## src/rtl/core/assert_macros.svh

```systemverilog
// Assertion macros shared by the sliding window extreme RTL.
// Each macro samples on clk and is disabled while rst is high.
`ifndef ASSERT_MACROS_SVH
`define ASSERT_MACROS_SVH

// Same-cycle implication: cond |-> prop
`define SWE_ASSERT_IMPL(label, cond, prop, msg) \
  label: assert property (@(posedge clk) disable iff (rst) (cond) |-> (prop)) \
    else $error(msg);

// Next-cycle implication: cond |=> prop
`define SWE_ASSERT_NEXT(label, cond, prop, msg) \
  label: assert property (@(posedge clk) disable iff (rst) (cond) |=> (prop)) \
    else $error(msg);

`endif

```

## src/rtl/core/swe_pkg.sv

```systemverilog
// Package for the sliding window extreme block: field widths, register
// indexes, the deque entry type and the command struct sent to every cell.
package swe_pkg;

  localparam int SAMPLE_W   = 32;
  localparam int AGE_W      = 7;
  localparam int WIN_W      = 7;
  localparam int CNT_W      = 7;
  localparam int CFG_IDX_W  = 1;
  localparam int CFG_DATA_W = 7;

  typedef logic [WIN_W-1:0] win_t;
  typedef logic [AGE_W-1:0] age_t;
  typedef logic [CNT_W-1:0] cnt_t;
  typedef logic [CFG_IDX_W-1:0] cfg_idx_t;

  localparam age_t AGE_MAX = 7'd127;
  localparam cnt_t CNT_MAX = 7'd127;

  // Register indexes
  localparam cfg_idx_t CFG_WINDOW_SIZE = 1'b0;
  localparam cfg_idx_t CFG_FIND_MIN    = 1'b1;

  typedef struct packed {
    logic                       valid;
    age_t                       age;
    logic signed [SAMPLE_W-1:0] value;
  } entry_t;

  typedef struct packed {
    logic                       age_step;  // age every entry, drop expired ones
    logic                       shift;     // move every entry one cell to the front
    logic                       pop_check; // back entry leaves if dominated
    logic                       push;      // write the sample behind the back
    logic                       clear;     // end of sequence: empty the deque
    logic                       find_min;
    win_t                       eff;
    logic signed [SAMPLE_W-1:0] x;
  } cell_cmd_t;

endpackage

```

## src/rtl/core/swe_cell.sv

```systemverilog
// One deque cell: holds a value, its age and a valid bit.
// Takes its neighbor's entry on a shift; commands come from swe_ctrl via swe_pkg.
module swe_cell (
  input  logic               clk,
  input  logic               rst,
  input  swe_pkg::cell_cmd_t cmd,
  input  swe_pkg::entry_t    right,
  input  logic               left_valid,
  input  logic               at_tail,
  output swe_pkg::entry_t    ent,
  output logic               pop
);

  logic                                valid;
  swe_pkg::age_t                       age;
  logic signed [swe_pkg::SAMPLE_W-1:0] value;
  swe_pkg::age_t                       age_inc;
  logic                                expire;
  logic                                back;
  logic                                dom;
  logic                                target;

  assign ent = '{valid: valid, age: age, value: value};

  assign age_inc = (age == swe_pkg::AGE_MAX) ? age : age + 1'b1;
  assign expire  = (cmd.eff != '0) && (age_inc >= cmd.eff);
  assign back    = valid && !right.valid;
  assign dom     = cmd.find_min ? (cmd.x < value) : (cmd.x > value);
  assign pop     = cmd.pop_check && back && dom;
  // write behind the back, or overwrite the back when the row is full
  assign target  = cmd.push && ((!valid && left_valid) || (valid && at_tail));

  always_ff @(posedge clk) begin
    if (rst) begin
      valid <= 1'b0;
    end else if (cmd.clear) begin
      valid <= 1'b0;
    end else if (cmd.shift) begin
      valid <= right.valid;
    end else if (cmd.age_step && valid && expire) begin
      valid <= 1'b0;
    end else if (pop) begin
      valid <= 1'b0;
    end else if (target) begin
      valid <= 1'b1;
    end
  end

  always_ff @(posedge clk) begin
    if (cmd.shift) begin
      age   <= right.age;
      value <= right.value;
    end else if (cmd.age_step) begin
      age <= age_inc;
    end else if (target) begin
      age   <= '0;
      value <= cmd.x;
    end
  end

endmodule

```

## config.mk

```make
export PLATFORM = sky130hd
export DESIGN_NAME = swe_cell
export DESIGN_NICKNAME = d
export VERILOG_FILES = /design/src/rtl/core/assert_macros.svh /design/src/rtl/core/swe_pkg.sv /design/src/rtl/core/swe_cell.sv
export SDC_FILE = /design/constraint.sdc
export NUM_CORES = 1
export LEC_CHECK = 0
export BUFFER_PORTS_ARGS = -buffer_cell sky130_fd_sc_hd__buf_2
export CAP_MARGIN = 15
export CORE_MARGIN = 10
export CORE_UTILIZATION = 51
export CTS_CLUSTER_DIAMETER = 150
export DETAILED_ROUTE_END_ITERATION = 8
export GPL_ROUTABILITY_DRIVEN = 0
export HOLD_SLACK_MARGIN = 0.03
export PLACE_DENSITY = 0.85
export SLEW_MARGIN = 20
export SYNTH_ARGS = -nofsm -noshare
export SYNTH_HDL_FRONTEND = slang
export SYNTH_SLANG_ARGS = --single-unit
```

## constraint.sdc

```tcl
create_clock -name clk -period 4.05 [get_ports clk]
set_input_delay 0.405 -clock clk [delete_from_list [all_inputs] [get_ports clk]]
set_output_delay 0.405 -clock clk [all_outputs]
set_load 0.02 [all_outputs]
```

# [After elaboration in Yosys (flattened, before gate mapping)]
# Index checks and enable logic that the tools add are counted.
[word_totals] input_bits=89 output_inout_bits=41 reg_bits=40
[classes] order_cmp=3 mux=12 eq_ne=2 add_sub_neg=1 n_reduce_logical=18
[ops] operator="$mux 32" n=3
[ops] operator="$gt 32x32->1" n=1
[ops] operator="$lt 32x32->1" n=1
[ops] operator="$mux 7" n=4
[ops] operator="$logic_and 1x1->1" n=9
[ops] operator="$add 7x1->7 const B" n=1
[ops] operator="$eq 7x7->1 const B" n=1
[ops] operator="$ge 7x7->1" n=1
[ops] operator="$reduce_bool 7->1" n=1
[ops] operator="$mux 1" n=5
[ops] operator="$reduce_bool 4->1" n=1
[ops] operator="$reduce_bool 3->1" n=1
[ops] operator="$logic_not 1->1" n=2
[ops] operator="$ne 2x2->1 const B" n=1
[ops] operator="$reduce_and 2->1" n=1
[ops] operator="$reduce_bool 2->1" n=1
[ops] operator="$reduce_or 2->1" n=1
[ops] operator="$logic_or 1x1->1" n=1

# [Depth between registers and ports, before layout]
# Gate-level depths: netlist of run 1.
[depth] depth_word=8 ltp_mapped=13 ltp_nobuf=13

# [Worst setup path after synthesis of run 1]
# Ideal clock, no wire load.
[synth_path] path_kind="flip-flop to output port" startpoint="register value[14] in the netlist's numbering" endpoint="output pop" t_arrival_ps=2205 path_slack_ps=1440 path_stages_with_launch=9 path_cell_list="edfxtp_1 > inv_1 > ha_1 > a21oi_2 > nand2_1 > a221o_1 > o31a_1 > o22ai_2 > mux2i_1"
[synth_via] elab_chain_cells=3 word_cells_on_any_way=4
[synth_rtl] item="start: declaration" line="swe_cell.sv:16" source="logic signed [swe_pkg::SAMPLE_W-1:0] value;"
[synth_rtl] item="start signal: assignment" line="swe_cell.sv:52" source="value <= right.value;"
[synth_rtl] item="start signal: assignment" line="swe_cell.sv:57" source="value <= cmd.x;"
[synth_rtl] item="$gt 32x32->1 or $lt 32x32->1 (tied branches)" line="swe_cell.sv:28" source="assign dom = cmd.find_min ? (cmd.x < value) : (cmd.x > value);"
[synth_rtl] item="$mux 1 (*)" line="swe_cell.sv:28"
[synth_rtl] item="$logic_and 1x1->1 (*)" line="swe_cell.sv:29" source="assign pop = cmd.pop_check && back && dom;"
[synth_rtl] item="end: declaration" line="swe_cell.sv:11" source="output logic pop"
# Mark *: on every way between the ends. The rest lies on a longest branch, timed or not.

# [Worst setup path after layout of run 1]
# Same ends and word-level chain as after synthesis.

==> metrics.csv, run 1 <==
stage,metric,value,unit
status,status,completed,
place,placement.cell_area,3586,sq um
synth,asyncSetResetFlopFracSynth,0,%
setup_path,worstSetupPathType,reg -> out,
pwr,p_sw_share,30.41,%
synth,synth_top_cells_by_area,"sky130_fd_sc_hd__edfxtp_1, sky130_fd_sc_hd__ha_1, sky130_fd_sc_hd__mux2_2, sky130_fd_sc_hd__inv_1, sky130_fd_sc_hd__a21oi_1",
global_routing,number_of_global_route_vias_before_repair,2581,
clock_network,cts.reportedPaths.clkPinSlew,0.08,ns
final_layout,layout_common_cells,"sky130_fd_sc_hd__buf_2, sky130_fd_sc_hd__inv_1, sky130_fd_sc_hd__ha_1",
detailed_routing,dr_wl_met2,3976,um
final_layout,flow.area_growth_from_synthesis,27.69,%
floorplan,io_pins,130,
clock_network,postCtsResizedCells,0,
pwr,clockPowerShare,23.0,%
pwr,fin_total_pwr,1087,uW
clock_network,post_cts.repair.setup_buffers,0,
pwr,p_per_area,296.8,nW/um^2
final_layout,layout-drive-gt1-share,46.04,%
clock_network,numCtsBuffers,5,
pwr,total_switching_power,330.6,uW
hold_path,timing.hold.worst_path_depth,3,
place,dp.cells,456,
clock_network,clock_tree.root_cell,sky130_fd_sc_hd__clkbuf_8,
synth,synth-seq-area-share,41.52,%
pwr,power.leakage,0.001803,uW
global_routing,global_route_usage_over_all_layers,16.98,%
setup_path,critical_path.reg2reg.endpoint,valid,
sta,worst-slew-pin-transition,0.9826,ns
hold_path,hold_class,in -> reg,
setup_path,slowest_stage,sky130_fd_sc_hd__nor4_1,
final_layout,final_util,66.94,%
floorplan,dieWidth,95.01,um
pwr,power_report.internal_total,756.7,uW
clock_network,post_cts_hold_buffer_count,0,
detailed_routing,drt_wl_total,7789,um
flow_run,drv_cap,0,
hold_path,worstHoldStart,rst,
sta,unrepaired_setup_endpoints_after_global_routing,no,
setup_path,end_kind,output port,
clock_network,cts_sinks,40,
synth,syn_area_per_cell,10.95,sq um
floorplan,floorplan.initialDensity,52.42,%
sta,report.final.slew_viol_count,0,
synth,synthesis.yosys.warnings,0,
final_layout,layout.cells.most_common,sky130_fd_sc_hd__buf_2,
place,portBuffers,129,
setup_path,data_required_critical_path,3.64,ns
hold_path,worst_hold_path.endpoint,valid,
setup_path,crit_chain,inv_1 -> ha_1 -> nand4_1 -> nor4_1 -> a21boi_2 -> o31a_1 -> o22ai_2 -> mux2i_1 -> buf_2,
synth,synth_ff_type,sky130_fd_sc_hd__edfxtp_1,
setup_path,maximum_net_fanout_on_the_critical_path,3,
final_layout,layout.cells.non_filler,463,
synth,synth_enable_flop_cells,39,
detailed_routing,first_pass_iteration_count_of_the_detailed_router,4,
global_routing,overflow,0,
detailed_routing,top_layer_used,met4,
synth,synth_top_area_cell,sky130_fd_sc_hd__edfxtp_1,
sta,fmax,0.3368,GHz
pwr,share_comb_of_total_power,29.2,%
sta,setup_tns,0,ns
setup_path,crit_path_max_incr_delay,0.44,ns
sta,layout_worst_path_cycle_share,73.31,%
sta,maxSlewHeadroom,34.49,%
detailed_routing,routed_wire_length_per_instance,16.82,um
detailed_routing,detail_route.wirelength.met1,2917,um
global_routing,grt_pass1_wl,12120,um
sta,finalHoldViolCount,0,
synth,synth_cell_type_count,41,
synth,ys_seq_elements,40,
setup_path,r2r_slack,1.39,ns
setup_path,worst_setup_path_start_kind,flip-flop,
pwr,seq_power_share,47.8,%
final_layout,nets,520,
synth,portion_of_synthesized_cell_area_occupied_by_the_leading_cell_type,40.82,%
final_layout,n_antenna_cell,0,
final_layout,final.fill_count,469,
synth,synthesis.area,2869,sq um
setup_path,cp.arrival,2.56,ns
detailed_routing,postRouteAntennaNets,0,
floorplan,floorplan.core_area,5473,sq um
global_routing,antenna_found_initial,0,
setup_path,cp_num_buf_inv,2,
floorplan,fp.dieH,95.01,um
detailed_routing,met3_length,830,um
sta,timing.final.crit_period,2.969,ns
sta,finalClockSkew,0.005866,ns
setup_path,reg2reg_depth,12,
clock_network,cts-root-to-sink-buffers,2,
place,dp_hpwl,6485,um
synth,netlist_instances,262,
floorplan,design.die.area,9026,sq um
detailed_routing,detailroute.via_count,2417,
global_routing,grt_max_degree,47,
clock_network,ctsHtreeMaxLevel,2,
clock_network,worst_skew_pair.late_latency,0.29,ns
clock_network,tritoncts,yes,
setup_path,critical_path.top_delay_family,simple AND/OR/NAND/NOR gates,
floorplan,placementRows,27,
final_layout,finish.instance_area,3664,sq um
synth,synth_fp_nets,391,
detailed_routing,drt_iter0_markers,111,
setup_path,r2r_start,age[0],
pwr,worst_ir_drop_vdd,0.0002307,V
detailed_routing,detail_route.drc_violations,0,
sta,finalSetupViolations,0,
detailed_routing,routed_via_density,5.220,
## kinds of logic after synthesis
| kind of cell | count (synthesis) | synth area share [%] |
|---|---|---|
| AND/OR/NAND/NOR | 51 | 8.940 |
| buffers and inverters | 47 | 6.280 |
| AO/OA/AOI/OAI | 46 | 11.30 |
| adder cells (fa/ha/maj) | 40 | 17.44 |
| flip-flops | 40 | 41.52 |
| multiplexers | 34 | 13.30 |
| XOR/XNOR | 4 | 1.221 |
## final cells by class
cell class,count,area (sq um),area share [%]
Timing Repair Buffer,129,645.6,17.62
Clock inverter,1,5.005,0.1366
Multi-Input combinational cell,175,1509,41.19
Inverter,40,150.1,4.098
Tap cell,72,90.09,2.459
Clock buffer,6,72.57,1.981
Sequential cell,40,1191,32.51
## worst max path at each step
stage / from / endpoint / slack, ns / depth (start not counted)
detailed placement: cmd[14] / pop / 1.28 / 9
CTS: value[14] / pop / 1.08 / 9
global placement: cmd[14] / pop / 1.30 / 9
finish: value[14] / pop / 1.08 / 9
global route: value[14] / pop / 0.90 / 9
floorplan: value[14] / pop / 1.44 / 8
## power by group through the flow
| stage | Combinational (uW) | Clock [uW] | Sequential (uW) |
|---|---|---|---|
| final | 318 | 250 | 520 |
| after global routing | 355 | 274 | 524 |
| after CTS | 321 | 259 | 519 |
| after detailed placement | 320 | 0 | 528 |
| after global placement | 308 | 0 | 526 |
| after floorplan | 155 | 0 | 570 |
## Yosys cell counts (2+ instances only)
cell,count
sky130_fd_sc_hd__nor4_1,3
sky130_fd_sc_hd__o31a_1,2
sky130_fd_sc_hd__or2_2,2
sky130_fd_sc_hd__nor3_1,4
sky130_fd_sc_hd__mux2_2,33
sky130_fd_sc_hd__inv_1,40
sky130_fd_sc_hd__xnor2_1,3
sky130_fd_sc_hd__nor2b_1,2
sky130_fd_sc_hd__ha_1,40
sky130_fd_sc_hd__nand2_1,17
sky130_fd_sc_hd__edfxtp_1,39
sky130_fd_sc_hd__a21oi_1,15
sky130_fd_sc_hd__a21oi_2,2
sky130_fd_sc_hd__nor2_1,6
sky130_fd_sc_hd__o211ai_1,2
sky130_fd_sc_hd__a22o_1,6
sky130_fd_sc_hd__clkbuf_1,3
sky130_fd_sc_hd__o21ai_0,8
sky130_fd_sc_hd__buf_1,3
sky130_fd_sc_hd__nand4_1,5
sky130_fd_sc_hd__nand2b_1,2
sky130_fd_sc_hd__nand3_1,6
## state kept, by name, indices dropped and copies added, names as in the netlist
name	cells
value	32
age	7
valid	1
## worst reg2reg max path, stage by stage (launching register included)
cell and delay (ns):
sky130_fd_sc_hd__edfxtp_1 0.45, sky130_fd_sc_hd__ha_1 0.27, sky130_fd_sc_hd__nand3_1 0.12, sky130_fd_sc_hd__nor2_1 0.08
sky130_fd_sc_hd__nand2_1 0.16, sky130_fd_sc_hd__nand4_1 0.17, sky130_fd_sc_hd__or2_2 0.33, sky130_fd_sc_hd__xnor2_1 0.23
sky130_fd_sc_hd__ha_1 0.28, sky130_fd_sc_hd__o21ai_0 0.07, sky130_fd_sc_hd__a21oi_1 0.06, sky130_fd_sc_hd__o31a_1 0.25
sky130_fd_sc_hd__nor3_2 0.13
## metal layers
metal	up-vias	global-route usage [%]
met5	-	0
met4	0	4.613
met3	6	6.423
met2	100	30.61
met1	1098	18.15
li1	1213	-
## through the flow
step           worst slack, ns  hold slack, ns
2_1_floorplan            1.440          0.5786
3_3_place_gp             1.298          0.6835
3_5_place_dp             1.284          0.6923
4_1_cts                  1.085          0.3818
5_1_grt                 0.8982          0.3866
6_report                 1.081          0.3822
Note: power is estimated with default switching activity, not from simulation.
==> run 2: changes to the inputs <==
Settings changed: CORE_UTILIZATION 51 to 43, PLACE_DENSITY 0.85 to 0.76.
Clock period 4.05 ns to 2.5 ns, I/O delays scaled along.
==> run 2 against run 1 <==
Against the previous run:
- the run now ends with negative setup slack left
- critical path depth is the same
- sequential cell count is the same
- cell area grew 11%
- non-clock buffer count grew 22
- wire length grew 5.4%
- worst hold slack lost 0.16 ns
- critical path type unchanged
==> metrics.csv, run 2 (synthesis gave the netlist of run 1 again) <==
stage,metric,value,unit,change
sta,finalWorstSetupSlack,-0.09675,ns,was 1.081 ns
detailed_routing,routed_via_density,5.096,,was 5.220
global_routing,grt_max_degree,33,,was 47
sta,worst-slew-pin-transition,0.4613,ns,was 0.9826 ns
clock_network,tritoncts,yes,,unchanged
floorplan,placementRows,29,,was 27
detailed_routing,first_pass_iteration_count_of_the_detailed_router,4,,unchanged
final_layout,finish.instance_area,4050,sq um,was 3664 sq um
pwr,p_per_area,462.1,nW/um^2,was 296.8 nW/um^2
pwr,clockPowerShare,22.6,%,was 23.0%
sta,timing.final.crit_period,2.597,ns,
pwr,power_report.internal_total,1283,uW,was 756.7 uW
final_layout,registers.top_by_ff_count,value,,unchanged
final_layout,flow.area_growth_from_synthesis,41.17,%,was 27.69%
setup_path,data_required_critical_path,2.25,ns,was 3.64 ns
pwr,share_comb_of_total_power,32.4,%,was 29.2%
setup_path,critical_path.top_delay_family,compound AO/OA/AOI/OAI gates,,was simple AND/OR/NAND/NOR gates
setup_path,crit_chain,inv_1 -> ha_1 -> nand4_1 -> nor2_1 -> a221o_1 -> o31a_1 -> o22ai_2 -> mux2i_1 -> buf_4,,was inv_1 -> ha_1 -> nand4_1 -> nor4_1 -> a21boi_2 -> o31a_1 -> o22ai_2 -> mux2i_1 -> buf_2
clock_network,cts.reportedPaths.clkPinSlew,0.08,ns,about the same
clock_network,cts_sinks,40,,unchanged
sta,layout_worst_path_cycle_share,103.9,%,
sta,fmax,0.3851,GHz,
final_layout,n_antenna_cell,0,,unchanged
status,failed_checks,negative setup slack,,
final_layout,biggestRegsByFlops,"value: 32 flops, age: 7 flops, valid: 1 flops",,unchanged
detailed_routing,detail_route.drc_violations,0,,unchanged
detailed_routing,postRouteAntennaNets,0,,unchanged
clock_network,worst_skew_pair.late_latency,0.29,ns,about the same
sta,unrepaired_setup_endpoints_after_global_routing,yes,,was no
setup_path,cp.arrival,2.35,ns,was 2.56 ns
setup_path,slowest_stage,sky130_fd_sc_hd__edfxtp_1,,was sky130_fd_sc_hd__nor4_1
setup_path,end_kind,output port,,unchanged
global_routing,global_route_usage_over_all_layers,15.35,%,was 16.98%
final_layout,largest_register_ff_count,32,,unchanged
setup_path,crit_path_max_incr_delay,0.40,ns,was 0.44 ns
place,portBuffers,129,,unchanged
global_routing,overflow,0,,unchanged
setup_path,maximum_net_fanout_on_the_critical_path,2,,was 3
pwr,total_switching_power,588.5,uW,was 330.6 uW
hold_path,worstHoldStart,cmd[40],,was rst
detailed_routing,routed_wire_length_per_instance,16.75,um,was 16.82 um
global_routing,grt_pass1_wl,12730,um,was 12120 um
setup_path,cp_num_buf_inv,2,,unchanged
floorplan,io_pins,130,,unchanged
hold_path,hold_class,in -> reg,,unchanged
final_layout,layout_common_cells,"sky130_fd_sc_hd__buf_2, sky130_fd_sc_hd__edfxtp_1, sky130_fd_sc_hd__inv_1, sky130_fd_sc_hd__mux2_2, sky130_fd_sc_hd__ha_1",,"was sky130_fd_sc_hd__buf_2, sky130_fd_sc_hd__inv_1, sky130_fd_sc_hd__ha_1"
sta,maxSlewHeadroom,69.25,%,was 34.49%
sta,finalClockSkew,0.008917,ns,was 0.005866 ns
final_layout,nets,542,,was 520
sta,report.final.slew_viol_count,0,,unchanged
pwr,p_sw_share,31.45,%,was 30.41%
final_layout,layout.cells.most_common,sky130_fd_sc_hd__buf_2,,unchanged
setup_path,worstSetupPathType,reg -> out,,unchanged
setup_path,worst_setup_path_start_kind,flip-flop,,unchanged
clock_network,clock_tree.root_cell,sky130_fd_sc_hd__clkbuf_8,,unchanged
sta,setup_tns,-0.09675,ns,was 0 ns
detailed_routing,drt_iter0_markers,75,,was 111
flow_run,drv_cap,0,,unchanged
floorplan,floorplan.initialDensity,44.67,%,was 52.42%
pwr,seq_power_share,45.0,%,was 47.8%
place,placement.cell_area,3677,sq um,was 3586 sq um
detailed_routing,drt_wl_total,8207,um,was 7789 um
global_routing,antenna_found_initial,0,,unchanged
setup_path,cp-startpoint,value[8],,was value[14]
final_layout,final_util,63.06,%,was 66.94%
clock_network,ctsHtreeMaxLevel,2,,unchanged
setup_path,r2r_start,age[1],,was age[0]
pwr,power.leakage,0.001931,uW,was 0.001803 uW
status,status,finished with violations,,was completed
place,dp_hpwl,6582,um,was 6485 um
sta,finalHoldViolCount,0,,unchanged
floorplan,design.die.area,10340,sq um,was 9026 sq um
pwr,worst_ir_drop_vdd,0.0002179,V,was 0.0002307 V
detailed_routing,detailroute.via_count,2497,,was 2417
clock_network,cts-root-to-sink-buffers,2,,unchanged
global_routing,number_of_global_route_vias_before_repair,2750,,was 2581
final_layout,layout-drive-gt1-share,57.14,%,was 46.04%
floorplan,floorplan.core_area,6422,sq um,was 5473 sq um
clock_network,numCtsBuffers,5,,unchanged
sta,finalSetupViolations,1,,was 0
floorplan,dieWidth,101.7,um,was 95.01 um
floorplan,fp.dieH,101.7,um,was 95.01 um
-- run 2: cell types whose count changed in the layout (fill, tap and decap cells not counted), sizes merged --
cell  delta
buf     +22
-- run 2: stage by stage --
stage | setup slack (ns) | cells | power, uW | hold WS [ns]
after global placement | 0.04156 | 472 | 1374 | 0.5138
after global routing | -0.2340 | 490 | 1992 | 0.2384
after floorplan | 0.02339 | 262 | 1175 | 0.4236
after detailed placement | 0.06353 | 472 | 1391 | 0.5153
final | -0.09675 | 490 | 1871 | 0.2207
after CTS | -0.1767 | 483 | 1825 | 0.2078
-- run 2: power by group through the flow --
stage	combinational [uW]	sequential [uW]	clock, uW
finish	607	841	423
global route	677	849	465
CTS	552	839	435
detailed placement	538	853	0
global placement	523	851	0
floorplan	253	922	0
-- run 2: area by class of cell --
cell class	instances	area (sq um)
Clock buffer	6	72.57
Clock inverter	1	5.005
Fill cell	542	2372
Inverter	40	150.1
Multi-Input combinational cell	175	1722
Sequential cell	40	1191
Tap cell	77	96.34
Timing Repair Buffer	151	813.3
-- run 2: metal layers --
metal	up-vias	part of all wire, %	track usage, %
li1	1254	-	-
met1	1158	39	16.43
met2	78	53	28.38
met3	7	6.7	4.084
met4	0	1.1	5.281
met5	-	0	0
-- run 2: worst min-delay path, stage by stage --
cell and delay (ns):
sky130_fd_sc_hd__buf_2 0.07, sky130_fd_sc_hd__or3_1 0.11, sky130_fd_sc_hd__nor3_2 0.04
-- run 2: final timing paths --
check,to,depth (start not counted),slack [ns]
max,pop,9,-0.1
min,valid,3,0.22
max reg2reg,valid,12,0.13
min reg2reg,age[6],2,0.80
-- run 2: what timing repair did --
item / in CTS / in global routing
cloned: 0 / 0
setup endpoints to repair: 1 / 2
buffers inserted: 4 / 7
pin swaps: 6 / 12
gates resized for setup: 5 / 34
hold buffers: 0 / 0
