**src/rtl/core/assert_macros.svh**
```systemverilog
// Assertion macros shared by the sliding window extreme RTL.
// Each macro samples on clk and is disabled while rst is high.
`ifndef ASSERT_MACROS_SVH
`define ASSERT_MACROS_SVH

// Same-cycle implication: cond |-> prop
`define SWE_ASSERT_IMPL(label, cond, prop, msg) \
  label: assert property (@(posedge clk) disable iff (rst) (cond) |-> (prop)) \
    else $error(msg);

// Next-cycle implication: cond |=> prop
`define SWE_ASSERT_NEXT(label, cond, prop, msg) \
  label: assert property (@(posedge clk) disable iff (rst) (cond) |=> (prop)) \
    else $error(msg);

`endif

```
**src/rtl/core/swe_pkg.sv**
```systemverilog
// Package for the sliding window extreme block: field widths, register
// indexes, the deque entry type and the command struct sent to every cell.
package swe_pkg;

  localparam int SAMPLE_W   = 32;
  localparam int AGE_W      = 7;
  localparam int WIN_W      = 7;
  localparam int CNT_W      = 7;
  localparam int CFG_IDX_W  = 1;
  localparam int CFG_DATA_W = 7;

  typedef logic [WIN_W-1:0] win_t;
  typedef logic [AGE_W-1:0] age_t;
  typedef logic [CNT_W-1:0] cnt_t;
  typedef logic [CFG_IDX_W-1:0] cfg_idx_t;

  localparam age_t AGE_MAX = 7'd127;
  localparam cnt_t CNT_MAX = 7'd127;

  // Register indexes
  localparam cfg_idx_t CFG_WINDOW_SIZE = 1'b0;
  localparam cfg_idx_t CFG_FIND_MIN    = 1'b1;

  typedef struct packed {
    logic                       valid;
    age_t                       age;
    logic signed [SAMPLE_W-1:0] value;
  } entry_t;

  typedef struct packed {
    logic                       age_step;  // age every entry, drop expired ones
    logic                       shift;     // move every entry one cell to the front
    logic                       pop_check; // back entry leaves if dominated
    logic                       push;      // write the sample behind the back
    logic                       clear;     // end of sequence: empty the deque
    logic                       find_min;
    win_t                       eff;
    logic signed [SAMPLE_W-1:0] x;
  } cell_cmd_t;

endpackage

```
**src/rtl/core/swe_in_if.sv**
```systemverilog
// Input channel of the sliding window extreme block: one sample per beat.
// Uses swe_pkg for the field width.
interface swe_in_if;
  logic                                valid;
  logic                                ready;
  logic signed [swe_pkg::SAMPLE_W-1:0] sample;
  logic                                last;

  modport source (output valid, output sample, output last, input ready);
  modport sink (input valid, input sample, input last, output ready);
endinterface

```
**src/rtl/core/swe_out_if.sv**
```systemverilog
// Result channel of the sliding window extreme block: one result per beat.
// Uses swe_pkg for the field width.
interface swe_out_if;
  logic                                valid;
  logic                                ready;
  logic signed [swe_pkg::SAMPLE_W-1:0] extreme;
  logic                                window_filled;
  logic                                seq_end;

  modport source (output valid, output extreme, output window_filled, output seq_end,
                  input ready);
  modport sink (input valid, input extreme, input window_filled, input seq_end,
                output ready);
endinterface

```
**src/rtl/core/swe_ctrl.sv**
```systemverilog
// Sequencer of the sliding window extreme block: configuration registers,
// deque length, sample count and the result register. Uses swe_pkg and both
// channel interfaces.
`include "assert_macros.svh"

module swe_ctrl #(
  parameter int DEPTH = 64
) (
  input  logic                           clk,
  input  logic                           rst,
  input  logic                           cfg_we,
  input  swe_pkg::cfg_idx_t              cfg_index,
  input  logic [swe_pkg::CFG_DATA_W-1:0] cfg_data,
  swe_in_if.sink                         samples,
  swe_out_if.source                      results,
  input  swe_pkg::entry_t                front,
  input  logic                           pop_any,
  output swe_pkg::cell_cmd_t             cmd
);

  localparam int LenW   = $clog2(DEPTH + 1);
  localparam int EffCap = (DEPTH < 127) ? DEPTH : 127;

  typedef enum logic [3:0] {
    ST_IDLE  = 4'b0001,
    ST_SHIFT = 4'b0010,
    ST_POP   = 4'b0100,
    ST_PUSH  = 4'b1000
  } state_t;

  state_t                              state;
  logic [LenW-1:0]                     len;
  swe_pkg::cnt_t                       seen_count;
  swe_pkg::win_t                       window_size;
  logic                                find_min;
  logic signed [swe_pkg::SAMPLE_W-1:0] x;
  logic                                lat_last;
  logic                                out_valid;
  logic signed [swe_pkg::SAMPLE_W-1:0] out_extreme;
  logic                                out_filled;
  logic                                out_seq_end;

  swe_pkg::win_t eff;
  swe_pkg::cnt_t seen_next;
  logic          filled;
  logic          accept;
  logic          out_load;
  logic          shift_go;

  assign eff = (window_size > swe_pkg::win_t'(EffCap)) ? swe_pkg::win_t'(EffCap)
                                                        : window_size;
  assign seen_next = (seen_count == swe_pkg::CNT_MAX) ? seen_count : seen_count + 1'b1;
  assign filled    = (eff == '0) || (seen_next >= eff);

  assign samples.ready = (state == ST_IDLE);
  assign accept        = samples.valid && samples.ready;
  assign out_load      = (state == ST_PUSH) && (!out_valid || results.ready);
  assign shift_go      = (state == ST_SHIFT) && !front.valid && (len != '0);

  assign cmd = '{age_step:  accept,
                 shift:     shift_go,
                 pop_check: (state == ST_POP),
                 push:      out_load,
                 clear:     out_load && lat_last,
                 find_min:  find_min,
                 eff:       eff,
                 x:         x};

  assign results.valid         = out_valid;
  assign results.extreme       = out_extreme;
  assign results.window_filled = out_filled;
  assign results.seq_end       = out_seq_end;

  always_ff @(posedge clk) begin
    if (rst) begin
      state       <= ST_IDLE;
      len         <= '0;
      seen_count  <= '0;
      window_size <= '0;
      find_min    <= 1'b0;
      out_valid   <= 1'b0;
    end else begin
      if (cfg_we) begin
        case (cfg_index)
          swe_pkg::CFG_WINDOW_SIZE: window_size <= cfg_data;
          swe_pkg::CFG_FIND_MIN:    find_min    <= cfg_data[0];
          default: ;
        endcase
      end

      if (out_load) begin
        out_valid <= 1'b1;
      end else if (results.valid && results.ready) begin
        out_valid <= 1'b0;
      end

      case (state)
        ST_IDLE: begin
          if (accept) begin
            state <= ST_SHIFT;
          end
        end
        ST_SHIFT: begin
          if (shift_go) begin
            len <= len - 1'b1;
          end else begin
            state <= ST_POP;
          end
        end
        ST_POP: begin
          if (pop_any) begin
            len <= len - 1'b1;
          end else begin
            state <= ST_PUSH;
          end
        end
        ST_PUSH: begin
          if (out_load) begin
            state <= ST_IDLE;
            if (lat_last) begin
              len        <= '0;
              seen_count <= '0;
            end else begin
              seen_count <= seen_next;
              if (len != LenW'(DEPTH)) begin
                len <= len + 1'b1;
              end
            end
          end
        end
        default: state <= ST_IDLE;
      endcase
    end
  end

  always_ff @(posedge clk) begin
    if (accept) begin
      x        <= samples.sample;
      lat_last <= samples.last;
    end
    if (out_load) begin
      out_extreme <= front.valid ? front.value : x;
      out_filled  <= filled;
      out_seq_end <= lat_last;
    end
  end

  `SWE_ASSERT_IMPL(a_len_bound, 1'b1, len <= LenW'(DEPTH), "deque length above depth")
  `SWE_ASSERT_IMPL(a_front_len, (state == ST_POP) || (state == ST_PUSH),
                   front.valid == (len != '0), "front valid disagrees with deque length")
  `SWE_ASSERT_IMPL(a_pop_phase, state != ST_POP, !pop_any, "cell popped outside pop phase")
  `SWE_ASSERT_NEXT(a_last_clear, out_load && lat_last, (len == '0) && (seen_count == '0),
                   "sequence end did not clear state")

endmodule

```
**src/flat_wrapper.sv**
```systemverilog
// flat-port wrapper written by rule: the top's interface ports become plain ports
module swe_ctrl_flat 
#(
  parameter int DEPTH = 64
)
  (clk, rst, cfg_we, cfg_index, cfg_data, front, pop_any, cmd, samples_valid, samples_sample, samples_last, samples_ready, results_valid, results_extreme, results_window_filled, results_seq_end, results_ready);
  swe_in_if samples_i ();
  swe_out_if results_i ();
  input  logic clk;
  input  logic rst;
  input  logic cfg_we;
  input  swe_pkg::cfg_idx_t cfg_index;
  input  logic [swe_pkg::CFG_DATA_W-1:0] cfg_data;
  input  swe_pkg::entry_t front;
  input  logic pop_any;
  output swe_pkg::cell_cmd_t cmd;
  input wire logic [$bits(samples_i.valid)-1:0] samples_valid;
  input wire logic [$bits(samples_i.sample)-1:0] samples_sample;
  input wire logic [$bits(samples_i.last)-1:0] samples_last;
  output wire logic [$bits(samples_i.ready)-1:0] samples_ready;
  output wire logic [$bits(results_i.valid)-1:0] results_valid;
  output wire logic [$bits(results_i.extreme)-1:0] results_extreme;
  output wire logic [$bits(results_i.window_filled)-1:0] results_window_filled;
  output wire logic [$bits(results_i.seq_end)-1:0] results_seq_end;
  input wire logic [$bits(results_i.ready)-1:0] results_ready;
  assign samples_i.valid = samples_valid;
  assign samples_i.sample = samples_sample;
  assign samples_i.last = samples_last;
  assign samples_ready = samples_i.ready;
  assign results_valid = results_i.valid;
  assign results_extreme = results_i.extreme;
  assign results_window_filled = results_i.window_filled;
  assign results_seq_end = results_i.seq_end;
  assign results_i.ready = results_ready;
  swe_ctrl #(.DEPTH(DEPTH)) u_core (.clk(clk), .rst(rst), .cfg_we(cfg_we), .cfg_index(cfg_index), .cfg_data(cfg_data), .samples(samples_i), .results(results_i), .front(front), .pop_any(pop_any), .cmd(cmd));
endmodule
```
**config.mk**
```make
export PLATFORM = sky130hd
export DESIGN_NAME = swe_ctrl_flat
export DESIGN_NICKNAME = d
export VERILOG_FILES = /design/src/rtl/core/swe_pkg.sv /design/src/rtl/core/swe_in_if.sv /design/src/rtl/core/swe_out_if.sv /design/src/rtl/core/swe_ctrl.sv /design/src/flat_wrapper.sv
export VERILOG_INCLUDE_DIRS = /design/src /design/src/rtl/core
export SDC_FILE = /design/constraint.sdc
export NUM_CORES = 1
export LEC_CHECK = 0
export ABC_AREA = 1
export BUFFER_PORTS_ARGS = -buffer_cell sky130_fd_sc_hd__buf_4
export CORE_MARGIN = 3
export CORE_UTILIZATION = 44
export DETAILED_ROUTE_END_ITERATION = 12
export PLACE_DENSITY = 0.74
export SKIP_CTS_REPAIR_TIMING = 1
export SKIP_LAST_GASP = 1
export SLEW_MARGIN = 20
export SYNTH_ARGS = -nofsm -noshare
export SYNTH_HDL_FRONTEND = slang
export SYNTH_SLANG_ARGS = --single-unit
```
**constraint.sdc**
```tcl
create_clock -name clk -period 2 [get_ports clk]
set_clock_uncertainty 0.1 [all_clocks]
set_input_delay 0 -clock clk [delete_from_list [all_inputs] [get_ports clk]]
set_output_delay 0 -clock clk [all_outputs]
set_load 0.01 [all_outputs]
```
# After elaboration in Yosys (flattened, before gate mapping)
# Index checks and enable logic that the tools add are counted.
[word_totals]
reg_bits = 94
[classes]
n_addsub = 3
n_lt_le_gt_ge = 2
eq_ne = 13
muxes = 17
bitwise_logic = 1
n_reduce_logical = 19
[ops]
columns = ["op", "count"]
rows = [
  ["7-bit 2-to-1 mux", 8],
  ["32-bit 2-to-1 mux", 1],
  ["7-bit one-hot mux with 3 select lines", 1],
  ["4-bit 2-to-1 mux", 4],
  ["4-bit one-hot mux with 4 select lines", 1],
  ["7-bit by 1-bit adder with 7-bit output, second input constant", 2],
  ["2-bit inequality test, second input constant", 4],
  ["7-bit equality test, second input constant", 1],
  ["7-bit greater-or-equal comparator", 1],
  ["7-bit > comparator, second input constant", 1],
  ["7-bit zero test", 1],
  ["7-bit inequality test, second input constant", 1],
  ["7-bit nonzero test", 1],
  ["7-bit by 1-bit subtractor with 7-bit output, second input constant", 1],
  ["1-bit logical AND", 6],
  ["2-bit AND reduction", 3],
  ["5-bit AND reduction", 1],
  ["4-bit by 1-bit equality test with 1-bit output, second input constant", 1],
  ["4-bit by 2-bit equality test with 1-bit output, second input constant", 1],
  ["4-bit by 3-bit equality test with 1-bit output, second input constant", 1],
  ["4-bit equality test, second input constant", 1],
  ["2-bit by 1-bit inequality test with 1-bit output, second input constant", 2],
  ["4-bit AND reduction", 1],
  ["3-bit by 2-bit inequality test with 1-bit output, second input constant", 1],
  ["other kinds (6)", 9],
]

# Depth between registers and ports, before layout
# Gate-level depths: netlist (run 1).
[logic_depth]
ltp_word = 5
ltp_mapped = 12
mapped_depth_nobuf = 12

# Least setup slack after synthesis (run 1)
# OpenSTA, ideal clock, no wires.
[synth_path]
path_type = "register to register"
from = "register u_core.state[2]"
to = "register u_core.lat_last (enable)"
setup_time_ps = 388
arrival_ps = 1775
t_required_ps = 1512
setup_slack_ps = -263
path_stages_with_launch = 6
n_path_buf = 0
synth_period_minus_slack_ps = 2263
path_cell_list = "dfxtp_1 nor2_1 inv_1 nor3_1 nand2_1 inv_1"
[synth_between]
elab_chain_len = 2
[synth_lines]
columns = ["item", "line", "rtl"]
rows = [
  ["start, declared", "swe_ctrl.sv:31", "state_t state;"],
  ["start signal, assigned", "swe_ctrl.sv:76", "state <= ST_IDLE;"],
  ["start signal, assigned", "swe_ctrl.sv:100", "state <= ST_SHIFT;"],
  ["start signal, assigned", "swe_ctrl.sv:107", "state <= ST_POP;"],
  ["4-bit by 1-bit equality test with 1-bit output", "swe_ctrl.sv:55", "assign samples.ready = (state == ST_IDLE);"],
  ["net samples_ready", "flat_wrapper.sv:20", "output wire logic [$bits(samples_i.ready)-1:0] samples_ready;"],
  ["1-bit logical AND", "swe_ctrl.sv:56", "assign accept = samples.valid && samples.ready;"],
  ["net u_core.accept", "swe_ctrl.sv:46", "logic accept;"],
  ["end signal, assigned", "swe_ctrl.sv:139", "lat_last <= samples.last;"],
  ["end, declared", "swe_ctrl.sv:37", "logic lat_last;"],
]
# The timed path passes the listed nets, and every way through them passes these cells.
# A chain may end at the register's enable or synchronous reset.

# Worst setup path after layout (run 1)
[layout_path]
from = "register u_core.seen_count[1]"
to = "register u_core.out_filled, in the netlist u_core.results.window_filled (data pin)"
[layout_between]
elab_chain_len = 4
elab_cells_between_ends = 5
cone_classes = "1 x add/sub; 1 x order compare; 1 x eq/ne; 1 x mux; 1 x reduce/logical"
[layout_lines]
columns = ["item", "line", "rtl"]
rows = [
  ["start, declared", "swe_ctrl.sv:33", "swe_pkg::cnt_t seen_count;"],
  ["start signal, assigned", "swe_ctrl.sv:124", "seen_count <= seen_next;"],
  ["7-bit by 1-bit adder with 7-bit output or 7-bit equality test (tied branches)", "swe_ctrl.sv:52", "assign seen_next = (seen_count == swe_pkg::CNT_MAX) ? seen_count : seen_count + 1'b1;"],
  ["7-bit 2-to-1 mux *", "swe_ctrl.sv:52", ""],
  ["7-bit greater-or-equal comparator *", "swe_ctrl.sv:53", "assign filled = (eff == '0) || (seen_next >= eff);"],
  ["1-bit logical OR *", "swe_ctrl.sv:53", ""],
  ["net u_core.filled", "swe_ctrl.sv:45", "logic filled;"],
  ["end signal, assigned", "swe_ctrl.sv:143", "out_filled <= filled;"],
  ["end, declared", "swe_ctrl.sv:40", "logic out_filled;"],
]
# The timed path passes the listed nets; every way through them passes the cells marked *.

==> key figures, run 1 <==
GRT
  – Met1 usage: between 20 and 25%
  – Met3 Usage GRT: around 4.9%
  – Gr busiest metal: met2
  – Antenna violations before repair: 0
  – Largest net degree at the start of global routing: 35
  – Gr ovfl total: 0
  – GRT Total Usage: approximately 20%
  – M2 GR Usage: between 30% and 40%
  – First-pass GRT wire length: 17900 um
  – Vias in the first global route: around 3700

Die
  – Site Rows: 35
  – Die area: between 10000 and 15000 um^2
  – Initial Utilization: approximately 46%
  – IO Pins: 168
  – Die Ht: about 110 um
  – Die W: between 100 and 150 um
  – Core Box Area: about 9500 um^2

STA
  – Rel. slew slack: 68.3%
  – Hold Violations, Final: 0
  – Worst slew pin tran: between 0.4 and 0.5 ns
  – RSZ-0062 raised after global routing: yes
  – Fmax: between 0.4 and 0.5 GHz
  – Setup slack after layout: -0.0285 ns
  – # setup viols final: 1
  – Min cycle time layout: 2.03 ns
  – Period utilisation layout: 101%
  – Slew Viols, Final: 0

Power
  – Int Pwr: around 0.0033 W
  – Clock share of power: between 30% and 40%
  – Pwr Total: 0.00441 W
  – Switching Share: about a quarter
  – Pleak: approximately 3.2 nW
  – NetSw: ~0.0011 W
  – Worst vdd ir: 0.410 mV
  – Gate power share: 17.5%
  – Pwr/cell area: ~640 nW/um^2
  – Seq pwr share: between 50 and 60%

Critical path
  – Crit path max fanout: 5
  – Critical Path RT: approximately 2 ns
  – Worst reg2reg endpoint: u_core.results.window_filled$_DFFE_PP_
  – Startpoint types: flip-flop
  – Worst EP arrival: 2.04 ns
  – Setup slack, reg-to-reg: -0.03 ns
  – Depth of the worst register-to-register path: 11
  – Reg-to-Reg Start: u_core.seen_count[1]$_SDFFE_PP0P_
  – CP endpoint kind: flip-flop
  – Setup CP Type: reg2reg

Min path
  – Hold depth: 5
  – Hold Crit Start: cfg_we
  – Hold EP: u_core.window_size[2]$_SDFFE_PP0P_
  – Worst hold path type: in2reg

Drt
  – Initial drt markers: roughly 170
  – Pre-Repair DR Iteration Count: 7
  – Vias per cell: between 4 and 5
  – Via count: about 4200
  – # DRC: 0
  – DR WL/cell: 15.5 um
  – Final wirelength: between 10000 and 15000 um
  – Final ANT Viol Nets: 0

Finish
  – Most common cell after layout, fill and taps aside: buf_4
  – Fillers: 667
  – Final net count: ~830
  – Layout cell share with drive strength beyond 1: 31.1%
  – # diodes: 0
  – Multi-input gate area: 1640 um^2
  – Final core utilization: ~73%
  – Area Growth Syn to Fin: 57.2%
  – Most frequent cells in the layout: buf_4 (171), nand2_1 (164), dlygate4sd3_1 (81)
  – Register area: roughly 2600 um^2

Synth
  – Gate Count Post-Synth: 478
  – Synth warn: 0
  – Syn Area/Cell: 9.19 um^2
  – Post-synthesis sequential area ratio: 58.1%
  – Syn Nets: about 580
  – Mapped Area: roughly 4400 um^2
  – Fraction of registers with async set/reset: 0%
  – EDFF count, synth: 67
  – Flops & latches, synth: between 90 and 100
  – Top_reg_cell synth: edfxtp_1
  – Distinct cells, synth: 34

Clock tree
  – CTS tree: built
  – H-Tree Depth: 3
  – CTS max path bufs: 2
  – Insertion delay to the later sink of the worst-skew pair: between 0.3 and 0.4 ns
  – Clk slew on worst S/H paths: ~0.090 ns
  – Root buf cell: clkbuf_8
  – Clock sinks: 94
  – Cts bufs inserted: 9

Placement
  – IO buf count: 160
  – Routability congestion estimate: slightly below 0.9
  – DP Wirelength: 8840 um

Outcome
  – Failing checks: negative setup slack
  – Status: complete, but fails checks

Job
  – Max-cap check violation count: 0
[through the flow]
stage / setup WS (ns) / hold slack (ns) / std cells / TNS (ns) / cell area [um^2]
global placement: -0.0310 / 0.0786 / 766 / -0.0310 / 5840
global route: -0.190 / 0.0745 / 863 / -0.190 / 6910
CTS: -0.115 / -0.310 / 782 / -0.115 / 6060
finish: -0.0285 / 0.0445 / 863 / -0.0285 / 6910
detailed placement: -0.123 / 0.0792 / 766 / -0.123 / 5840
floorplan: -0.0639 / -0.0383 / 478 / -0.0639 / 4430
[per-layer routing]
metal / part of all wire, % / wire length, um / up-vias
li1: - / - / 2054
met1: 38 / 5140 / 1965
met2: 53 / 7140 / 171
met3: 6.9 / 927 / 15
met4: 1.2 / 160 / 0
met5: 0 / 0 / -
[registers in the layout, summed over array words and instances, names as in the netlist]
signal and count:
u_core.find_min 1, u_core.lat_last 1, u_core.len 7, u_core.results.extreme 32
u_core.results.seq_end 1, u_core.results.valid 1, u_core.results.window_filled 1, u_core.seen_count 7
u_core.state 4, u_core.window_size 7, u_core.x 32
[how the worst max path moves through the flow]
stage	slack (ns)	from	depth (start not counted)	end
after global routing	-0.19	u_core.seen_count[1]$_SDFFE_PP0P_	11	u_core.results.window_filled$_DFFE_PP_
after CTS	-0.11	u_core.seen_count[1]$_SDFFE_PP0P_	11	u_core.results.window_filled$_DFFE_PP_
final	-0.03	u_core.seen_count[1]$_SDFFE_PP0P_	11	u_core.results.window_filled$_DFFE_PP_
after global placement	-0.03	u_core.seen_count[1]$_SDFFE_PP0P_	11	u_core.results.window_filled$_DFFE_PP_
after floorplan	-0.06	u_core.seen_count[1]$_SDFFE_PP0P_	11	u_core.results.window_filled$_DFFE_PP_
after detailed placement	-0.12	u_core.seen_count[1]$_SDFFE_PP0P_	11	u_core.results.window_filled$_DFFE_PP_
[layout make-up]
cell class	count	area share, %
multi-input combinational	321	23.7
inverter	48	2.66
timing repair buffer	255	31.1
clock buffer	10	1.85
tap	129	2.34
sequential	94	37.0
clock inverter	6	1.36
[cells in the mapped netlist (3+ instances only)]
cell | number | area, um^2
edfxtp_1 | 67 | 2010
nor2_2 | 3 | 18.8
dfxtp_1 | 27 | 541
nand2_1 | 165 | 619
inv_2 | 5 | 18.8
nor3_1 | 3 | 15.0
a21oi_1 | 13 | 65.1
xor2_1 | 4 | 35.0
inv_1 | 42 | 158
ha_1 | 11 | 138
nor2_4 | 5 | 56.3
nand2_2 | 6 | 37.5
nand3_1 | 19 | 95.1
buf_4 | 4 | 30.0
o211ai_1 | 3 | 22.5
nor2_1 | 49 | 184
o21ai_0 | 17 | 85.1
nand4_1 | 8 | 50.1
clkbuf_1 | 8 | 30.0
[critical path, stage by stage (launching register included)]
cell	delay [ns]
dfxtp_2	0.36
ha_4	0.15
nand2_4	0.06
nor3_4	0.16
nand2_2	0.13
nand3_2	0.09
and2_1	0.13
ha_1	0.24
nand2_1	0.07
nor2_1	0.06
a211oi_2	0.14
o211ai_1	0.10
[cells by family (layout without fill, tap and decap cells)]
group / after synthesis / count (layout) / synth area share (%)
xor gates and xnor gates: 4 / 4 / 0.798
adders and majority gates: 11 / 11 / 3.13
AOI/OAI and AO/OA: 38 / 38 / 4.96
and+or+nand+nor: 268 / 268 / 27.0
buffers and inverters: 63 / 319 / 5.95
DFF: 94 / 94 / 58.1
[power groups by stage]
stage	clock [W]	combinational [W]	sequential, W
finish	0.00139	0.000773	0.00225
global route	0.00149	0.000844	0.00226
CTS	0.00142	0.000626	0.00225
detailed placement	0	0.000622	0.00229
global placement	0	0.000604	0.00229
floorplan	0	0.000283	0.00231
Power figures use the tool's default switching activity.
==> run 2, diff against run 1 <==
--- a/config.mk
+++ b/config.mk
@@ -7,10 +7,11 @@
 export NUM_CORES = 1
 export LEC_CHECK = 0
 export ABC_AREA = 1
-export BUFFER_PORTS_ARGS = -buffer_cell sky130_fd_sc_hd__buf_4
+export BUFFER_PORTS_ARGS = -buffer_cell sky130_fd_sc_hd__buf_2
 export CORE_MARGIN = 3
 export CORE_UTILIZATION = 44
 export DETAILED_ROUTE_END_ITERATION = 12
+export HOLD_SLACK_MARGIN = 0.03
 export PLACE_DENSITY = 0.74
 export SKIP_CTS_REPAIR_TIMING = 1
 export SKIP_LAST_GASP = 1
==> key figures, run 2 (same netlist as run 1, synthesis figures left out) <==
Die
  – Die area: 11200 um^2 (unchanged)
  – Initial Utilization: 46.4% (unchanged)
  – Die Ht: 106 um (unchanged)
  – Site Rows: 35 (unchanged)
  – Core Box Area: 9460 um^2 (unchanged)
  – Die W: 106 um (unchanged)
  – IO Pins: 168 (unchanged)

Placement
  – DP Wirelength: 8350 um (-5.5%)
  – Routability congestion estimate: 0.868 (-1.4%)
  – Post-DP Area: 5450 um^2 (-6.6%)
  – IO buf count: 160 (unchanged)

GRT
  – Largest net degree at the start of global routing: 35 (unchanged)
  – First-pass GRT wire length: 17300 um (-3.7%)
  – Antenna violations before repair: 0 (unchanged)
  – Gr ovfl total: 0 (unchanged)
  – Vias in the first global route: 3657 (-0.95%)
  – GRT Total Usage: 19.0% (-0.94 points)

Power
  – Pwr Total: 0.00422 W (-4.4%)
  – Pwr/cell area: 641 nW/um^2 (+0.37%)
  – Pleak: 3.13 nW (-3.3%)
  – Worst vdd ir: 0.350 mV (-15%)

Finish
  – # diodes: 0 (unchanged)
  – Area Growth Syn to Fin: 49.8%
  – Final core utilization: 69.6% (-3.5 points)
  – Most frequent cells in the layout: nand2_1 (163), buf_2 (160), dlygate4sd3_1 (83)
  – Final net count: 831 (+0.48%)
  – Fillers: 713 (+6.9%)
  – Layout cell share with drive strength beyond 1: 32.0% (+0.92 points)
  – Fin area: 6580 um^2 (-4.7%)
  – Most common cell after layout, fill and taps aside: nand2_1

Critical path
  – Crit path max fanout: 5 (unchanged)
  – Critical path, cell by cell: ha_4 -> nand2_4 -> nor3_4 -> nand2_2 -> nand3_2 -> and2_1 -> ha_1 -> nand2_1 -> nor2_1 -> a211oi_2 -> o211ai_1
  – Startpoint types: flip-flop
  – CP endpoint kind: flip-flop
  – Worst EP arrival: 2.06 ns (+0.02 ns)
  – Depth of the worst register-to-register path: 11 (unchanged)
  – Critical Path RT: 2.00 ns (about the same)
  – Slowest CP cell: dfxtp_2
  – Reg-to-Reg Start: u_core.seen_count[0]$_SDFFE_PP0P_
  – CP Launch Point: u_core.seen_count[0]$_SDFFE_PP0P_
  – Setup slack, reg-to-reg: -0.06 ns (-0.03 ns)
  – Setup CP Type: reg2reg
  – Crit path largest cell delay: 0.36 ns (about the same)
  – Crit path to: u_core.results.window_filled$_DFFE_PP_
  – Worst reg2reg endpoint: u_core.results.window_filled$_DFFE_PP_

Clock tree
  – H-Tree Depth: 3 (unchanged)
  – Cts bufs inserted: 9 (unchanged)
  – Insertion delay to the later sink of the worst-skew pair: 0.36 ns (about the same)
  – CTS tree: built
  – Clk slew on worst S/H paths: 0.09 ns (about the same)
  – Root buf cell: clkbuf_8
  – CTS max path bufs: 2 (unchanged)
  – Clock sinks: 94 (unchanged)

Drt
  – Pre-Repair DR Iteration Count: 5 (-2)
  – Vias per cell: 4.84 (-0.65%)
  – # DRC: 0 (unchanged)
  – Final ANT Viol Nets: 0 (unchanged)
  – Initial drt markers: 251 (+47%)
  – Via count: 4197 (-0.19%)
  – DR WL/cell: 14.8 um (-4.4%)
  – Final wirelength: 12800 um (-3.9%)

Job
  – Max-cap check violation count: 0 (unchanged)

STA
  – Fmax: 0.486 GHz (-1.3%)
  – Setup slack after layout: -0.0559 ns (-0.0274 ns)
  – Worst slew pin tran: 0.638 ns (+0.163 ns)
  – Min cycle time layout: 2.06 ns (+0.0274 ns)
  – Rel. slew slack: 57.5% (-11 points)
  – RSZ-0062 raised after global routing: yes
  – # setup viols final: 1 (unchanged)
  – Period utilisation layout: 103% (+1.4 points)
  – Slew Viols, Final: 0 (unchanged)
  – Hold Violations, Final: 0 (unchanged)

Outcome
  – Failing checks: negative setup slack
  – Status: complete, but fails checks

Min path
  – Worst hold path type: in2reg
-- run 2: metal layers --
layer / wire [um] / GRT usage, % / vias up / part of all wire (%)
li1: - / - / 2060 / -
met1: 5080 / 23.4 / 1958 / 40
met2: 6790 / 34.4 / 168 / 53
met3: 893 / 4.25 / 11 / 7.0
met4: 85 / 3.98 / 0 / 0.66
met5: 0 / 0 / - / 0
-- run 2: power by group --
part	internal, W	switching (W)
sequential	0.00219	0.0000611
combinational	0.000342	0.000362
clock	0.000586	0.000680
-- run 2: area by class of cell --
| class | instances | area (um^2) | area share [%] |
|---|---|---|---|
| Tap cell | 129 | 161 | 2.45 |
| Clock buffer | 10 | 128 | 1.94 |
| Clock inverter | 6 | 67.6 | 1.03 |
| Inverter | 48 | 184 | 2.80 |
| Multi-Input combinational cell | 321 | 1670 | 25.4 |
| Timing Repair Buffer | 259 | 1810 | 27.5 |
| Sequential cell | 94 | 2550 | 38.8 |
-- run 2: worst max-delay path, delay by kind of cell, from the launching register on --
kind / cells / cell delay, ns
DFF: 1 / 0.36
adders and majority gates: 2 / 0.38
AOI/OAI and AO/OA: 2 / 0.27
and+or+nand+nor: 7 / 0.68
-- run 2: worst min-delay path by stage --
stage                                         end  cells after the start               start  slack, ns
2_1_floorplan   u_core.seen_count[0]$_SDFFE_PP0P_                      1                 rst      -0.04
3_3_place_gp               u_core.x[14]$_DFFE_PP_                      1  samples_sample[14]       0.08
3_5_place_dp               u_core.x[19]$_DFFE_PP_                      1  samples_sample[19]       0.08
4_1_cts                     u_core.x[9]$_DFFE_PP_                      1   samples_sample[9]      -0.31
5_1_grt        u_core.window_size[4]$_SDFFE_PP0P_                      5              cfg_we       0.06
6_report       u_core.window_size[4]$_SDFFE_PP0P_                      5              cfg_we       0.03
-- run 2: through the flow --
step,std cells,TNS (ns),hold slack (ns),setup WS [ns]
floorplan,478,-0.0639,-0.0383,-0.0639
global placement,766,-0.0301,0.0765,-0.0301
detailed placement,766,-0.112,0.0791,-0.112
CTS,782,-0.136,-0.312,-0.115
global route,867,-0.170,0.0618,-0.168
finish,867,-0.0559,0.0331,-0.0559
==> run 3, diff against run 2 <==
--- a/config.mk
+++ b/config.mk
@@ -19,3 +19,4 @@
 export SYNTH_ARGS = -nofsm -noshare
 export SYNTH_HDL_FRONTEND = slang
 export SYNTH_SLANG_ARGS = --single-unit
+export TNS_END_PERCENT = 5
==> constraint.sdc (replaced) <==
create_clock -name clk -period 2 [get_ports clk]
set_clock_uncertainty 0.1 [all_clocks]
set_input_delay 0.5 -clock clk [delete_from_list [all_inputs] [get_ports clk]]
set_output_delay 0.5 -clock clk [all_outputs]
set_load 0.01 [all_outputs]
==> key figures, run 3 (same netlist as run 1, synthesis figures left out) <==
Outcome
  – Status: complete, but fails checks
  – Failing checks: negative setup slack

Power
  – Pwr/cell area: 723 nW/um^2 (+13%)
  – Worst vdd ir: 0.385 mV (+10%)
  – Pleak: 2.82 nW (-9.9%)
  – Seq pwr share: 53.4% (about the same)
  – Clock share of power: 33.1% (+3.1 points)
  – Gate power share: 13.5% (-3.2 points)
  – NetSw: 0.00106 W (-3.8%)
  – Switching Share: 25.3% (-0.90 points)
  – Int Pwr: 0.00314 W (+0.82%)
  – Pwr Total: 0.00420 W (-0.40%)

Clock tree
  – Insertion delay to the later sink of the worst-skew pair: 0.35 ns (about the same)
  – Clk slew on worst S/H paths: 0.10 ns (about the same)
  – CTS tree: built
  – Clock sinks: 94 (unchanged)
  – Cts bufs inserted: 9 (unchanged)
  – Root buf cell: clkbuf_8
  – H-Tree Depth: 3 (unchanged)
  – CTS max path bufs: 2 (unchanged)

Min path
  – Hold Crit Start: samples_sample[30]
  – Worst hold path type: in2reg
  – Hold depth: 1 (-4)
  – Hold EP: u_core.x[30]$_DFFE_PP_

Critical path
  – Setup CP Type: reg2reg
  – Reg-to-Reg Start: u_core.seen_count[1]$_SDFFE_PP0P_
  – Depth of the worst register-to-register path: 11 (unchanged)
  – Startpoint types: flip-flop
  – Crit path largest cell delay: 0.36 ns (about the same)
  – Worst EP arrival: 2.13 ns (+0.07 ns)
  – Worst reg2reg endpoint: u_core.results.window_filled$_DFFE_PP_
  – Critical Path RT: 2.00 ns (about the same)
  – Slowest CP cell: dfxtp_2
  – Crit path max fanout: 4 (-1)
  – CP endpoint kind: flip-flop
  – Crit-path most repeated cell: ha_4
  – Setup slack, reg-to-reg: -0.13 ns (-0.07 ns)
  – Critical path, cell by cell: ha_4 -> nand2_4 -> nor3_4 -> buf_6 -> nand3b_1 -> nand2_2 -> ha_4 -> o21ai_2 -> nand2_1 -> a21oi_2 -> o211ai_1

STA
  – RSZ-0062 raised after global routing: yes
  – Rel. slew slack: 70.6% (+13 points)
  – Worst slew pin tran: 0.441 ns (-0.197 ns)
  – Min cycle time layout: 2.13 ns (+0.0729 ns)
  – # setup viols final: 8 (+7)
  – Hold Violations, Final: 0 (unchanged)
  – Period utilisation layout: 106% (+3.6 points)
  – Total negative slack: -0.574 ns (-0.518 ns)
  – Fmax: 0.470 GHz (-3.4%)
  – Slew Viols, Final: 0 (unchanged)
  – Setup slack after layout: -0.129 ns (-0.0729 ns)
  – Hold Slack: 0.218 ns (+0.185 ns)

Finish
  – Fillers: 796 (+12%)
  – Most frequent cells in the layout: nand2_1 (162), buf_2 (160), edfxtp_1 (67)
  – Area Growth Syn to Fin: 32.3%
  – Final net count: 755 (-9.1%)
  – Most common cell after layout, fill and taps aside: nand2_1
  – # diodes: 0 (unchanged)
  – Layout cell share with drive strength beyond 1: 37.5% (+5.5 points)
  – Final core utilization: 61.4% (-8.1 points)

Drt
  – # DRC: 0 (unchanged)
  – Pre-Repair DR Iteration Count: 5 (unchanged)
  – DR WL/cell: 14.1 um (-4.9%)
  – Vias per cell: 4.87 (+0.62%)
  – Final wirelength: 11200 um (-13%)
  – Final ANT Viol Nets: 0 (unchanged)
  – Initial drt markers: 278 (+11%)
  – Via count: 3853 (-8.2%)

Placement
  – Routability congestion estimate: 0.940 (+8.3%)
  – DP Wirelength: 8310 um (-0.44%)
  – IO buf count: 160 (unchanged)

Die
  – Site Rows: 35 (unchanged)
  – Die W: 106 um (unchanged)
  – Die Ht: 106 um (unchanged)
  – Die area: 11200 um^2 (unchanged)
  – Initial Utilization: 46.4% (unchanged)
  – IO Pins: 168 (unchanged)
  – Core Box Area: 9460 um^2 (unchanged)

GRT
  – Gr ovfl total: 0 (unchanged)
  – GRT Total Usage: 19.6% (+0.52 points)
  – First-pass GRT wire length: 17600 um (+2.2%)
  – Antenna violations before repair: 1 (+1)
  – Vias in the first global route: 3740 (+2.3%)
  – Largest net degree at the start of global routing: 33 (-5.7%)

Job
  – Max-cap check violation count: 0 (unchanged)
[run 3: cell count changes in the layout (fill, tap and decap cells not counted), moves of 2 or more]
cell           change
nand2_4            +3
buf_12             -2
clkinv_4           +2
dlygate4sd3_1     -83
nand2_2            -2
buf_4              +9
inv_1              -2
dfxtp_1            -4
dfxtp_2            +4
[run 3: layout make-up]
cell class	instances	area, um^2	area share (%)
Clock inverter	6	93.8	1.62
Clock buffer	10	128	2.20
Tap cell	129	161	2.78
Sequential cell	94	2560	44.1
Inverter	48	188	3.23
Timing Repair Buffer	183	993	17.1
Multi-Input combinational cell	321	1690	29.0
[run 3: worst max-delay path by stage]
stage / depth (start not counted) / startpoint / endpoint
after floorplan: 5 / results_ready / cmd[41]
after global placement: 11 / u_core.seen_count[0]$_SDFFE_PP0P_ / u_core.results.window_filled$_DFFE_PP_
after detailed placement: 11 / u_core.seen_count[0]$_SDFFE_PP0P_ / u_core.results.window_filled$_DFFE_PP_
after CTS: 11 / u_core.seen_count[0]$_SDFFE_PP0P_ / u_core.results.window_filled$_DFFE_PP_
after global routing: 11 / u_core.seen_count[1]$_SDFFE_PP0P_ / u_core.results.window_filled$_DFFE_PP_
final: 11 / u_core.seen_count[1]$_SDFFE_PP0P_ / u_core.results.window_filled$_DFFE_PP_
[run 3: routing by layer]
| metal | vias up | share of wire, % | GRT usage [%] | wire length (um) |
|---|---|---|---|---|
| li1 | 1905 | - | - | - |
| met1 | 1778 | 40 | 23.8 | 4490 |
| met2 | 156 | 51 | 34.6 | 5650 |
| met3 | 12 | 8.0 | 4.13 | 892 |
| met4 | 2 | 0.99 | 6.57 | 110 |
| met5 | - | 0.072 | 0 | 8 |
[run 3: per-stage QoR]
stage / instances / area, um^2 / setup slack (ns)
3_3_place_gp: 770 / 5450 / -0.124
3_5_place_dp: 770 / 5450 / -0.230
6_report: 791 / 5810 / -0.129
2_1_floorplan: 478 / 4430 / -0.133
5_1_grt: 791 / 5810 / -0.220
4_1_cts: 786 / 5670 / -0.226
[run 3: power by group through the flow]
| stage | Clock, W | Sequential [W] | Combinational, W |
|---|---|---|---|
| detailed placement | 0 | 0.00229 | 0.000550 |
| global placement | 0 | 0.00228 | 0.000535 |
| global route | 0.00151 | 0.00226 | 0.000637 |
| floorplan | 0 | 0.00231 | 0.000286 |
| CTS | 0.00144 | 0.00224 | 0.000553 |
| finish | 0.00139 | 0.00224 | 0.000567 |
[run 3: worst max-delay path, delay by kind of cell (launching register included)]
kind,cells,cell delay (ns)
compound gates,3,0.35
flops,1,0.36
buf+inv,1,0.14
simple gates,5,0.59
fa+ha+maj,2,0.35
